File: src/design/tfe_pkg.sv
// ----------------------------------------------------------------------------
// tfe_pkg
// shared types, frame constants and helpers for the telemetry frame encoder
// ----------------------------------------------------------------------------
package tfe_pkg;

    localparam int unsigned POS_W = 5;

    localparam logic [7:0] HDR_SYNC0   = 8'hAA;
    localparam logic [7:0] HDR_SYNC1   = 8'hFF;
    localparam logic [7:0] ID_IMU      = 8'h01;
    localparam logic [7:0] ID_PRESSURE = 8'h02;
    localparam logic [7:0] ID_ATTITUDE = 8'h03;
    localparam logic [7:0] LEN_IMU     = 8'd13;
    localparam logic [7:0] LEN_PRESS   = 8'd14;
    localparam logic [7:0] LEN_ATT     = 8'd7;
    localparam logic [7:0] TIME_MARK0  = 8'h03;
    localparam logic [7:0] TIME_MARK1  = 8'hFC;
    localparam logic [7:0] BYTE_ONE    = 8'h01;
    localparam logic [7:0] BYTE_ZERO   = 8'h00;

    localparam logic [POS_W-1:0] FRAME_LEN_IMU   = 5'd19;
    localparam logic [POS_W-1:0] FRAME_LEN_PRESS = 5'd20;
    localparam logic [POS_W-1:0] FRAME_LEN_ATT   = 5'd13;
    localparam logic [POS_W-1:0] FRAME_LEN_TIME  = 5'd8;

    typedef enum logic [1:0] {
        KIND_IMU      = 2'd0,
        KIND_PRESSURE = 2'd1,
        KIND_ATTITUDE = 2'd2,
        KIND_TIME     = 2'd3
    } t_kind;

    typedef enum logic {
        ST_IDLE = 1'b0,
        ST_SEND = 1'b1
    } t_state;

    // commands from the controller to the datapath
    typedef struct packed {
        logic load;
        logic advance;
    } t_dp_cmd;

    // status from the datapath to the controller
    typedef struct packed {
        logic last_byte;
    } t_dp_stat;

    function automatic logic [POS_W-1:0] frame_len(input t_kind kind);
        logic [POS_W-1:0] len;
        unique case (kind)
            KIND_IMU:      len = FRAME_LEN_IMU;
            KIND_PRESSURE: len = FRAME_LEN_PRESS;
            KIND_ATTITUDE: len = FRAME_LEN_ATT;
            KIND_TIME:     len = FRAME_LEN_TIME;
        endcase
        return len;
    endfunction

endpackage

File: src/design/tfe_ctrl.sv
// ----------------------------------------------------------------------------
// tfe_ctrl
// frame controller: accepts a record and steps the datapath through its bytes
// ----------------------------------------------------------------------------
module tfe_ctrl
    import tfe_pkg::*;
(
    input  logic     i_clk,
    input  logic     i_rst_n,
    input  logic     i_start,
    input  t_dp_stat i_stat,
    output t_dp_cmd  o_cmd,
    output logic     o_busy,
    output logic     o_valid
);

    t_state r_state;
    t_state n_state;

    always_ff @(posedge i_clk) begin
        if (!i_rst_n) begin
            r_state <= ST_IDLE;
        end else begin
            r_state <= n_state;
        end
    end

    always_comb begin
        n_state       = r_state;
        o_cmd.load    = 1'b0;
        o_cmd.advance = 1'b0;
        o_busy        = 1'b0;
        o_valid       = 1'b0;
        unique case (r_state)
            ST_IDLE: begin
                if (i_start) begin
                    o_cmd.load = 1'b1;
                    n_state    = ST_SEND;
                end
            end
            ST_SEND: begin
                o_busy        = 1'b1;
                o_valid       = 1'b1;
                o_cmd.advance = 1'b1;
                if (i_stat.last_byte) begin
                    n_state = ST_IDLE;
                end
            end
        endcase
    end

endmodule

File: src/design/tfe_dp.sv
// ----------------------------------------------------------------------------
// tfe_dp
// frame datapath: held record, byte position, byte select and check sums
// ----------------------------------------------------------------------------
module tfe_dp
    import tfe_pkg::*;
(
    input  logic              i_clk,
    input  logic              i_rst_n,
    input  t_dp_cmd           i_cmd,
    input  logic [1:0]        i_op,
    input  logic signed [15:0] i_w0,
    input  logic signed [15:0] i_w1,
    input  logic signed [15:0] i_w2,
    input  logic signed [15:0] i_w3,
    input  logic signed [15:0] i_w4,
    input  logic signed [15:0] i_w5,
    input  logic signed [31:0] i_wide,
    output t_dp_stat          o_stat,
    output logic [7:0]        o_out_byte,
    output logic              o_last
);

    t_kind            r_kind;
    logic [15:0]      r_w0, r_w1, r_w2n, r_w3, r_w4, r_w5;
    logic [31:0]      r_wide;
    logic [POS_W-1:0] r_pos;
    logic [7:0]       r_sum;
    logic [7:0]       r_add;

    logic [POS_W-1:0] len;
    logic             is_sum;
    logic             is_add;
    logic             checked;
    logic [7:0]       data_byte;
    logic [7:0]       n_sum;

    always_ff @(posedge i_clk) begin
        if (!i_rst_n) begin
            r_kind <= KIND_IMU;
            r_w0   <= '0;
            r_w1   <= '0;
            r_w2n  <= '0;
            r_w3   <= '0;
            r_w4   <= '0;
            r_w5   <= '0;
            r_wide <= '0;
            r_pos  <= '0;
            r_sum  <= '0;
            r_add  <= '0;
        end else if (i_cmd.load) begin
            r_kind <= t_kind'(i_op);
            r_w0   <= i_w0;
            r_w1   <= i_w1;
            r_w2n  <= 16'(-i_w2);
            r_w3   <= i_w3;
            r_w4   <= i_w4;
            r_w5   <= i_w5;
            r_wide <= i_wide;
            r_pos  <= '0;
            r_sum  <= '0;
            r_add  <= '0;
        end else if (i_cmd.advance) begin
            r_pos <= r_pos + 1'b1;
            if (!is_sum && !is_add) begin
                r_sum <= n_sum;
                r_add <= r_add + n_sum;
            end
        end
    end

    assign len     = frame_len(r_kind);
    assign checked = (r_kind != KIND_TIME);
    assign is_sum  = checked && (r_pos == len - 5'd2);
    assign is_add  = checked && (r_pos == len - 5'd1);
    assign n_sum   = r_sum + data_byte;

    always_comb begin
        data_byte = BYTE_ZERO;
        unique case (r_kind)
            KIND_IMU: begin
                unique case (r_pos)
                    5'd0:    data_byte = HDR_SYNC0;
                    5'd1:    data_byte = HDR_SYNC1;
                    5'd2:    data_byte = ID_IMU;
                    5'd3:    data_byte = LEN_IMU;
                    5'd4:    data_byte = r_w0[7:0];
                    5'd5:    data_byte = r_w0[15:8];
                    5'd6:    data_byte = r_w1[7:0];
                    5'd7:    data_byte = r_w1[15:8];
                    5'd8:    data_byte = 8'(16'(-r_w2n));
                    5'd9:    data_byte = 8'(16'(-r_w2n) >> 8);
                    5'd10:   data_byte = r_w3[7:0];
                    5'd11:   data_byte = r_w3[15:8];
                    5'd12:   data_byte = r_w4[7:0];
                    5'd13:   data_byte = r_w4[15:8];
                    5'd14:   data_byte = r_w5[7:0];
                    5'd15:   data_byte = r_w5[15:8];
                    5'd16:   data_byte = BYTE_ONE;
                    default: data_byte = BYTE_ZERO;
                endcase
            end
            KIND_PRESSURE: begin
                unique case (r_pos)
                    5'd0:    data_byte = HDR_SYNC0;
                    5'd1:    data_byte = HDR_SYNC1;
                    5'd2:    data_byte = ID_PRESSURE;
                    5'd3:    data_byte = LEN_PRESS;
                    5'd10:   data_byte = r_wide[7:0];
                    5'd11:   data_byte = r_wide[15:8];
                    5'd12:   data_byte = r_wide[23:16];
                    5'd13:   data_byte = r_wide[31:24];
                    5'd14:   data_byte = r_w0[7:0];
                    5'd15:   data_byte = r_w0[15:8];
                    5'd16:   data_byte = BYTE_ONE;
                    5'd17:   data_byte = BYTE_ONE;
                    default: data_byte = BYTE_ZERO;
                endcase
            end
            KIND_ATTITUDE: begin
                unique case (r_pos)
                    5'd0:    data_byte = HDR_SYNC0;
                    5'd1:    data_byte = HDR_SYNC1;
                    5'd2:    data_byte = ID_ATTITUDE;
                    5'd3:    data_byte = LEN_ATT;
                    5'd4:    data_byte = r_w0[7:0];
                    5'd5:    data_byte = r_w0[15:8];
                    5'd6:    data_byte = r_w1[7:0];
                    5'd7:    data_byte = r_w1[15:8];
                    5'd8:    data_byte = r_w2n[7:0];
                    5'd9:    data_byte = r_w2n[15:8];
                    default: data_byte = BYTE_ZERO;
                endcase
            end
            KIND_TIME: begin
                unique case (r_pos)
                    5'd0:    data_byte = TIME_MARK0;
                    5'd1:    data_byte = TIME_MARK1;
                    5'd2:    data_byte = r_wide[7:0];
                    5'd3:    data_byte = r_wide[15:8];
                    5'd4:    data_byte = r_wide[23:16];
                    5'd6:    data_byte = TIME_MARK1;
                    5'd7:    data_byte = TIME_MARK0;
                    default: data_byte = BYTE_ZERO;
                endcase
            end
        endcase
    end

    // check bytes replace the data byte at the last two positions, except in time frames
    always_comb begin
        priority if (is_sum) begin
            o_out_byte = r_sum;
        end else if (is_add) begin
            o_out_byte = r_add;
        end else begin
            o_out_byte = data_byte;
        end
    end

    assign o_last           = (r_pos == len - 5'd1);
    assign o_stat.last_byte = o_last;

endmodule

File: src/design/telemetry_frame_encoder.sv
// ----------------------------------------------------------------------------
// telemetry_frame_encoder
// turns one telemetry record into a serial byte frame with the last byte marked
// ----------------------------------------------------------------------------
// latency: the first byte appears in the cycle after the start transfer
// throughput: one byte per cycle; a frame holds 8, 13, 19 or 20 bytes, and
//   the next start is taken in the cycle after the last byte; the receiver
//   cannot stall
// reset: synchronous active-low i_rst_n returns the controller to idle and clears the datapath
module telemetry_frame_encoder
    import tfe_pkg::*;
(
    input  logic               i_clk,
    input  logic               i_rst_n,
    input  logic               i_start,
    output logic               o_busy,
    input  logic [1:0]         i_op,
    input  logic signed [15:0] i_w0,
    input  logic signed [15:0] i_w1,
    input  logic signed [15:0] i_w2,
    input  logic signed [15:0] i_w3,
    input  logic signed [15:0] i_w4,
    input  logic signed [15:0] i_w5,
    input  logic signed [31:0] i_wide,
    output logic               o_valid,
    output logic [7:0]         o_out_byte,
    output logic               o_last
);

    // controller to datapath commands and status
    t_dp_cmd  cmd;
    t_dp_stat stat;

    // controller: idle until a start transfer, then one byte per cycle
    tfe_ctrl u_ctrl (
        .i_clk   (i_clk),
        .i_rst_n (i_rst_n),
        .i_start (i_start),
        .i_stat  (stat),
        .o_cmd   (cmd),
        .o_busy  (o_busy),
        .o_valid (o_valid)
    );

    // datapath: holds the record, selects bytes and runs the check sums
    tfe_dp u_dp (
        .i_clk      (i_clk),
        .i_rst_n    (i_rst_n),
        .i_cmd      (cmd),
        .i_op       (i_op),
        .i_w0       (i_w0),
        .i_w1       (i_w1),
        .i_w2       (i_w2),
        .i_w3       (i_w3),
        .i_w4       (i_w4),
        .i_w5       (i_w5),
        .i_wide     (i_wide),
        .o_stat     (stat),
        .o_out_byte (o_out_byte),
        .o_last     (o_last)
    );

`ifndef SYNTHESIS
    // a start transfer always opens a frame of more than one byte
    a_start_opens_frame: assert property (@(posedge i_clk) disable iff (!i_rst_n)
        (i_start && !o_busy) |=> (o_valid && !o_last))
        else $error("frame did not start after start transfer");

    // bytes of a frame leave back to back until the last one
    a_frame_continues: assert property (@(posedge i_clk) disable iff (!i_rst_n)
        (o_valid && !o_last) |=> o_valid)
        else $error("gap inside a frame");

    // the block frees up right after the last byte
    a_last_frees: assert property (@(posedge i_clk) disable iff (!i_rst_n)
        (o_valid && o_last) |=> (!o_busy && !o_valid))
        else $error("busy after last byte");
`endif

endmodule
File: config.mk
export PLATFORM = sky130hd
export DESIGN_NAME = telemetry_frame_encoder
export DESIGN_NICKNAME = d
export VERILOG_FILES = /design/src/design/tfe_pkg.sv /design/src/design/tfe_ctrl.sv /design/src/design/tfe_dp.sv /design/src/design/telemetry_frame_encoder.sv
export SDC_FILE = /design/constraint.sdc
export NUM_CORES = 1
export LEC_CHECK = 0
export BUFFER_PORTS_ARGS = -buffer_cell sky130_fd_sc_hd__buf_2
export CAP_MARGIN = 20
export CORE_UTILIZATION = 57
export CTS_CLUSTER_SIZE = 30
export DETAILED_ROUTE_END_ITERATION = 10
export PLACE_DENSITY = 0.87
export SETUP_SLACK_MARGIN = 0.02
export SKIP_LAST_GASP = 1
export SLEW_MARGIN = 10
export SYNTH_ARGS = -nofsm -noshare
export SYNTH_HDL_FRONTEND = slang
export SYNTH_SLANG_ARGS = --single-unit
File: constraint.sdc
create_clock -name i_clk -period 5.95 [get_ports i_clk]
set_input_delay 1.19 -clock i_clk [delete_from_list [all_inputs] [get_ports i_clk]]
set_output_delay 1.19 -clock i_clk [all_outputs]
set_load 0.01 [all_outputs]
==> impl_metrics.ini, run 1 <==
[outcome]
status = finished clean

[die]
start_util_pct = 58.3
die-height_microns = 124
core_area_sq_mm = 0.0145
placementRows = 44
io-pin-count = 144
dieArea_sq_mm = 0.0154
die_w_microns = 124

[placement]
dpl.cell_count = 1371
place_hpwl_mm = 19.5
routabilityCongestion = 0.995
portBuffers = 143

[route]
drt_iter0_markers = 994
via_count = 8575
routed_via_density = 6.11
drc_errors = 0
first_pass_iters = 7
wl_mm = 26.2
ant_nets = 0
wl_per_cell_microns = 18.7

[cells_and_area]
utilization_pct = 68.1
final.fill_count = 1202
multi_input_area_sq_mm = 0.00509
area_delta_synth_final_pct = 16.9
fin_cells = 1403
diodes = 0
mostFrequentLayoutCells = nand2_1, dfxtp_1, buf_2
ff_latch_area_sq_mm = 0.00305
layout.nets = 1362
drive_gt1_share_pct = 18.4
layout_commonest_cell = nand2_1

[synth]
synth_adder_area_share_pct = 3.57
avgSynthCellArea_sq_um = 7.64
yosysUniqueCellTypes = 64
ys_ff_latch = 152
synth.area.mux_share_pct = 1.33
synth_area_sq_mm = 0.00847
syn_inst = 1108
synth_flop_cell = dfxtp_1
synth-simple-area-share_pct = 23.1
synthArstFlopShare_pct = 0
synth_compound_area_share_pct = 27.0
yosysWarnings = 0
syn_nets = 1264
yosysSeqAreaShare_pct = 35.9
synth-edff-count = 0
synth_top_family_by_area = compound AO/OA/AOI/OAI gates
synthXorXnorAreaFrac_pct = 4.19

[sta]
finClkSkew_ns = 0.00878
fmax_mhz = 178
tns_ns = 0
finalHoldViolCount = 0
finalMaxSlewViolations = 0
fin_crit_ns = 5.61
grt_setup_unrepaired = false
setup_viol = 0
relSlewSlack_pct = 40.5
tightestPinTransition_ns = 0.893
period_share_pct = 94.4

[setup_path]
crit_type = flop to flop
cp-end-kind = flop
startpoint_type = flop
cp.arrival_ns = 5.96
cp_common_cell = a21oi_1
cp_data_required_time_ns = 6.30
path_cells = inv_1 > ha_1 > buf_4 > a22oi_1 > o21ai_0 > a222oi_1 > nand4_1 > a21oi_1 > o21ai_0 > ha_1 > a21o_1 > a21oi_1 > xnor2_1 > ha_1 > nand3_1 > o211ai_1 > o21ai_1 > nand2b_1 > a21oi_1 > xor2_1 > xnor3_1 > or3_1 > a21oi_1
cp_slowest_cell = a222oi_1
cp_max_fo = 9
rr_worst_depth = 23
max_stage_delay_ns = 0.54

[global_routing]
grt_max_degree = 89
grt_usage_pct = 34.5
grt_pass1_vias = 7828
antenna_found_initial = 0
grt.overflow.total = 0
grt_pass1_wl_mm = 39.8

[clocking]
numCtsBuffers = 17
htreeDepth = 4
clock_path_buffers = 2
cts-root-buf = clkbuf_16
clkTransAtPathRegs_ns = 0.07
cts_tree = built
clock_latency_ns = 0.43
cts.sinks = 152

[power]
power_w = 0.00266
switching_power_w = 0.000802
p_int_w = 0.00186
clockPowerShare_pct = 39.3
p_comb_share_pct = 17.4
p_per_area_mw_per_mm2 = 269
seqPwrFrac_pct = 43.4
ir_drop_v = 0.000228
leakage_nw = 4.00
netSwitchingFraction_pct = 30.1

[job]
maxCapViolations = 0

[hold_path]
hp-class = flop to flop
hold-path-cell-count = 2
[worst paths after layout]
kind	startpoint	end	slack, ns
max	u_dp.r_pos[1]$_SDFFE_PP0P_	u_dp.r_add[7]$_SDFFE_PP0P_	0.34
min	u_dp.r_w4[15]$_SDFFE_PN0P_	u_dp.r_w4[15]$_SDFFE_PN0P_	0.47
max reg2reg	u_dp.r_pos[1]$_SDFFE_PP0P_	u_dp.r_add[7]$_SDFFE_PP0P_	0.34
min reg2reg	u_dp.r_w4[15]$_SDFFE_PN0P_	u_dp.r_w4[15]$_SDFFE_PN0P_	0.47
[area by class of cell]
cell class	count	share of cell area, %
timing repair buffer	165	8.90
clock inverter	12	1.06
inverter	20	0.796
multi-input combinational	850	51.4
clock buffer	20	4.71
tap	184	2.33
sequential	152	30.8
[flip-flops by register name, indices dropped and copies added (netlist names), 5 cells and up]
signal       count
u_dp.r_w2n      16
u_dp.r_w4       16
u_dp.r_w3       16
u_dp.r_w5       16
u_dp.r_add       8
u_dp.r_sum       8
u_dp.r_w1       16
u_dp.r_wide     32
u_dp.r_w0       16
u_dp.r_pos       5
[worst max-delay path, delay by kind of cell, from the launching register on]
family,cells,cell delay (ns)
adders and majority gates,3,1.04
AOI/OAI and AO/OA,11,2.19
buffers and inverters,2,0.31
and+or+nand+nor,4,0.80
DFF,1,0.42
xor gates and xnor gates,3,0.76
[Yosys cell counts (all sizes together) (3+ instances only)]
cell / count / area (sq um)
nand2: 306 / 1150
dfxtp: 152 / 3040
a21boi: 121 / 908
clkbuf: 78 / 293
a21oi: 53 / 265
nor2: 43 / 169
o21ai: 41 / 205
a22oi: 30 / 225
xnor2: 25 / 219
ha: 21 / 263
nand3: 21 / 105
inv: 19 / 71.3
a221oi: 18 / 158
and2: 17 / 106
a222oi: 14 / 140
nor3: 13 / 70.1
xor2: 13 / 114
a31oi: 10 / 62.6
mux2i: 9 / 90.1
a211oi: 8 / 60.1
buf: 8 / 47.5
nor4: 8 / 56.3
or3: 8 / 55.1
nand2b: 7 / 43.8
a22o: 5 / 43.8
and3: 5 / 31.3
nand4: 5 / 31.3
or4: 5 / 41.3
a21o: 4 / 30.0
nor2b: 4 / 25.0
nor4bb: 4 / 40.0
o22ai: 4 / 25.0
o211ai: 3 / 22.5
[power groups by stage]
stage	Clock, W	Sequential (W)	Combinational (W)
floorplan	0	0.00113	0.000323
global placement	0	0.00117	0.000440
detailed placement	0	0.00117	0.000451
CTS	0.00105	0.00115	0.000457
global route	0.00109	0.00116	0.000518
finish	0.00105	0.00116	0.000463
[cells by family (layout without fill, tap and decap cells)]
kind of cell,after synthesis,after routing
simple gates,450,450
compound gates,327,327
flops,152,152
buf+inv,106,217
xor+xnor,39,39
fa+ha+maj,23,23
mux,11,11
[metal layers]
metal / wire (microns) / GRT usage (%) / part of all wire [%] / vias to the layer above
met3: 2300 / 8.97 / 8.8 / 98
li1: - / - / - / 4070
met5: 0 / 0 / 0 / -
met2: 12500 / 57.3 / 47 / 437
met4: 1080 / 15.7 / 4.1 / 0
met1: 10400 / 41.6 / 40 / 3970
[repair_timing]
item	CTS	global route
setup endpoints to repair	0	1
hold buffers	0	0
gates resized for setup	0	20
setup buffers	0	0
[per-stage QoR]
stage / worst slack, ns / area, sq um / hold WS [ns]
after floorplan: 0.583 / 8470 / 0.440
after global placement: 0.404 / 9260 / 0.451
after detailed placement: 0.249 / 9260 / 0.457
after CTS: 0.0902 / 9830 / 0.466
after global routing: 0.0486 / 9900 / 0.498
final: 0.336 / 9900 / 0.467
(Power assumes the default switching activity.)
==> run 2: changes to the inputs <==
--- a/config.mk
+++ b/config.mk
@@ -10,7 +10,7 @@
 export CORE_UTILIZATION = 57
 export CTS_CLUSTER_SIZE = 30
 export DETAILED_ROUTE_END_ITERATION = 10
-export PLACE_DENSITY = 0.87
+export PLACE_DENSITY = 0.81
 export SETUP_SLACK_MARGIN = 0.02
 export SKIP_LAST_GASP = 1
 export SLEW_MARGIN = 10
==> run 2 against run 1 <==
Compared with the run above: first-iteration DRC count fell by 2.4%; largest cell class unchanged; combinational power is essentially flat; critical path type unchanged; clock power rose by 4%.
==> impl_metrics.ini, run 2 (synthesis gave the netlist of run 1 again) <==
[die]
start_util_pct = 58.3
dieArea_sq_mm = 0.0154
core_area_sq_mm = 0.0145
io-pin-count = 144
die_w_microns = 124
die-height_microns = 124
placementRows = 44

[route]
via_count = 8580
ant_nets = 0
drt_iter0_markers = 970
first_pass_iters = 10
routed_via_density = 6.11
drc_errors = 0
wl_per_cell_microns = 18.5
wl_mm = 26.0

[setup_path]
crit_family = compound AO/OA/AOI/OAI gates
rr_worst_depth = 26
crit_type = flop to flop
cp_data_required_time_ns = 6.29
startpoint_type = flop
cp_slowest_cell = dfxtp_2
r2r_slack_ns = 0.32
max_stage_delay_ns = 0.37
cp_common_cell = ha_1
cp-end-kind = flop
cp.arrival_ns = 5.97
cp.depth = 26
critPathBufInv = 3
cp_max_fo = 15

[sta]
tightestPinTransition_ns = 1.07
tns_ns = 0
finClkSkew_ns = 0.0120
period_share_pct = 94.5
finalHoldViolCount = 0
finalMaxSlewViolations = 0
setup_viol = 0
grt_setup_unrepaired = false
relSlewSlack_pct = 28.6
fmax_mhz = 178
fin_crit_ns = 5.63

[clocking]
cts-root-buf = clkbuf_16
clock_latency_ns = 0.44
cts.sinks = 152
numCtsBuffers = 17
postCtsSetupRepairBufs = 0
clkTransAtPathRegs_ns = 0.06
cts_tree = built
htreeDepth = 4
clock_path_buffers = 2

[cells_and_area]
drive_gt1_share_pct = 18.2
utilization_pct = 68.2
layout.nets = 1364
mostFrequentLayoutCells = nand2_1, dfxtp_1, buf_2
area_delta_synth_final_pct = 17.1
largest-register = u_dp.r_wide
final.fill_count = 1238
largest_register_ffs = 32
diodes = 0
layout_commonest_cell = nand2_1

[hold_path]
hold-path-cell-count = 2
hp-class = flop to flop

[global_routing]
grt_max_degree = 110
grt_pass1_vias = 7713
grt_pass1_wl_mm = 40.1
grt.overflow.total = 0
antenna_found_initial = 0
grt_usage_pct = 34.7

[power]
ir_drop_v = 0.000211
p_per_area_mw_per_mm2 = 273
leakage_nw = 4.02

[job]
maxCapViolations = 0

[outcome]
status = finished clean

[placement]
routabilityCongestion = 1.01
portBuffers = 143
place_hpwl_mm = 19.2
[run 2: through the flow]
| stage | instances | worst slack (ns) | hold slack, ns | area (sq um) | power (W) |
|---|---|---|---|---|---|
| final | 1405 | 0.325 | 0.466 | 9920 | 0.00271 |
| after global routing | 1405 | 0.0178 | 0.489 | 9920 | 0.00283 |
| after CTS | 1405 | 0.0389 | 0.469 | 9870 | 0.00271 |
| after detailed placement | 1373 | 0.184 | 0.460 | 9280 | 0.00162 |
| after global placement | 1373 | 0.424 | 0.455 | 9280 | 0.00161 |
| after floorplan | 1108 | 0.583 | 0.440 | 8470 | 0.00146 |
[run 2: cell type report]
type                    instances  area, sq um  area share [%]
clock buffers                  18          429            4.33
multi-input cells             850         5080            51.2
inverters                      20         75.1           0.757
flip-flops and latches        152         3050            30.7
well taps                     184          230            2.32
repair buffers                167          896            9.03
clock inverters                14          163            1.64
[run 2: final timing paths]
| path | to | from |
|---|---|---|
| min reg2reg | u_dp.r_w1[15]$_SDFFE_PN0P_ | u_dp.r_w1[15]$_SDFFE_PN0P_ |
| min | u_dp.r_w1[15]$_SDFFE_PN0P_ | u_dp.r_w1[15]$_SDFFE_PN0P_ |
| max | u_dp.r_add[7]$_SDFFE_PP0P_ | u_dp.r_pos[0]$_SDFFE_PP0P_ |
| max reg2reg | u_dp.r_add[7]$_SDFFE_PP0P_ | u_dp.r_pos[0]$_SDFFE_PP0P_ |
[run 2: power by group]
group	switching [W]	total [W]	leakage, nW	internal, W
Sequential	0.0000720	0.00115	1.25	0.00108
Clock	0.000465	0.00109	0.293	0.000630
Combinational	0.000263	0.000465	2.48	0.000201
[run 2: what timing repair did]
action | CTS | global route
setup endpoints to repair | 0 | 1
gates resized for setup | 0 | 14
hold buffers | 0 | 0
[run 2: worst min-delay path, cell delays in order, from the launching register on]
cell	delay (ns)
dfxtp_1	0.31
nand2_1	0.05
a21boi_0	0.06
[run 2: routing by layer]
metal	share of wire, %	track usage [%]	vias up
li1	-	-	4072
met1	41	44.4	4030
met2	47	56.9	410
met3	8.1	7.05	68
met4	3.6	14.2	0
met5	0	0	-
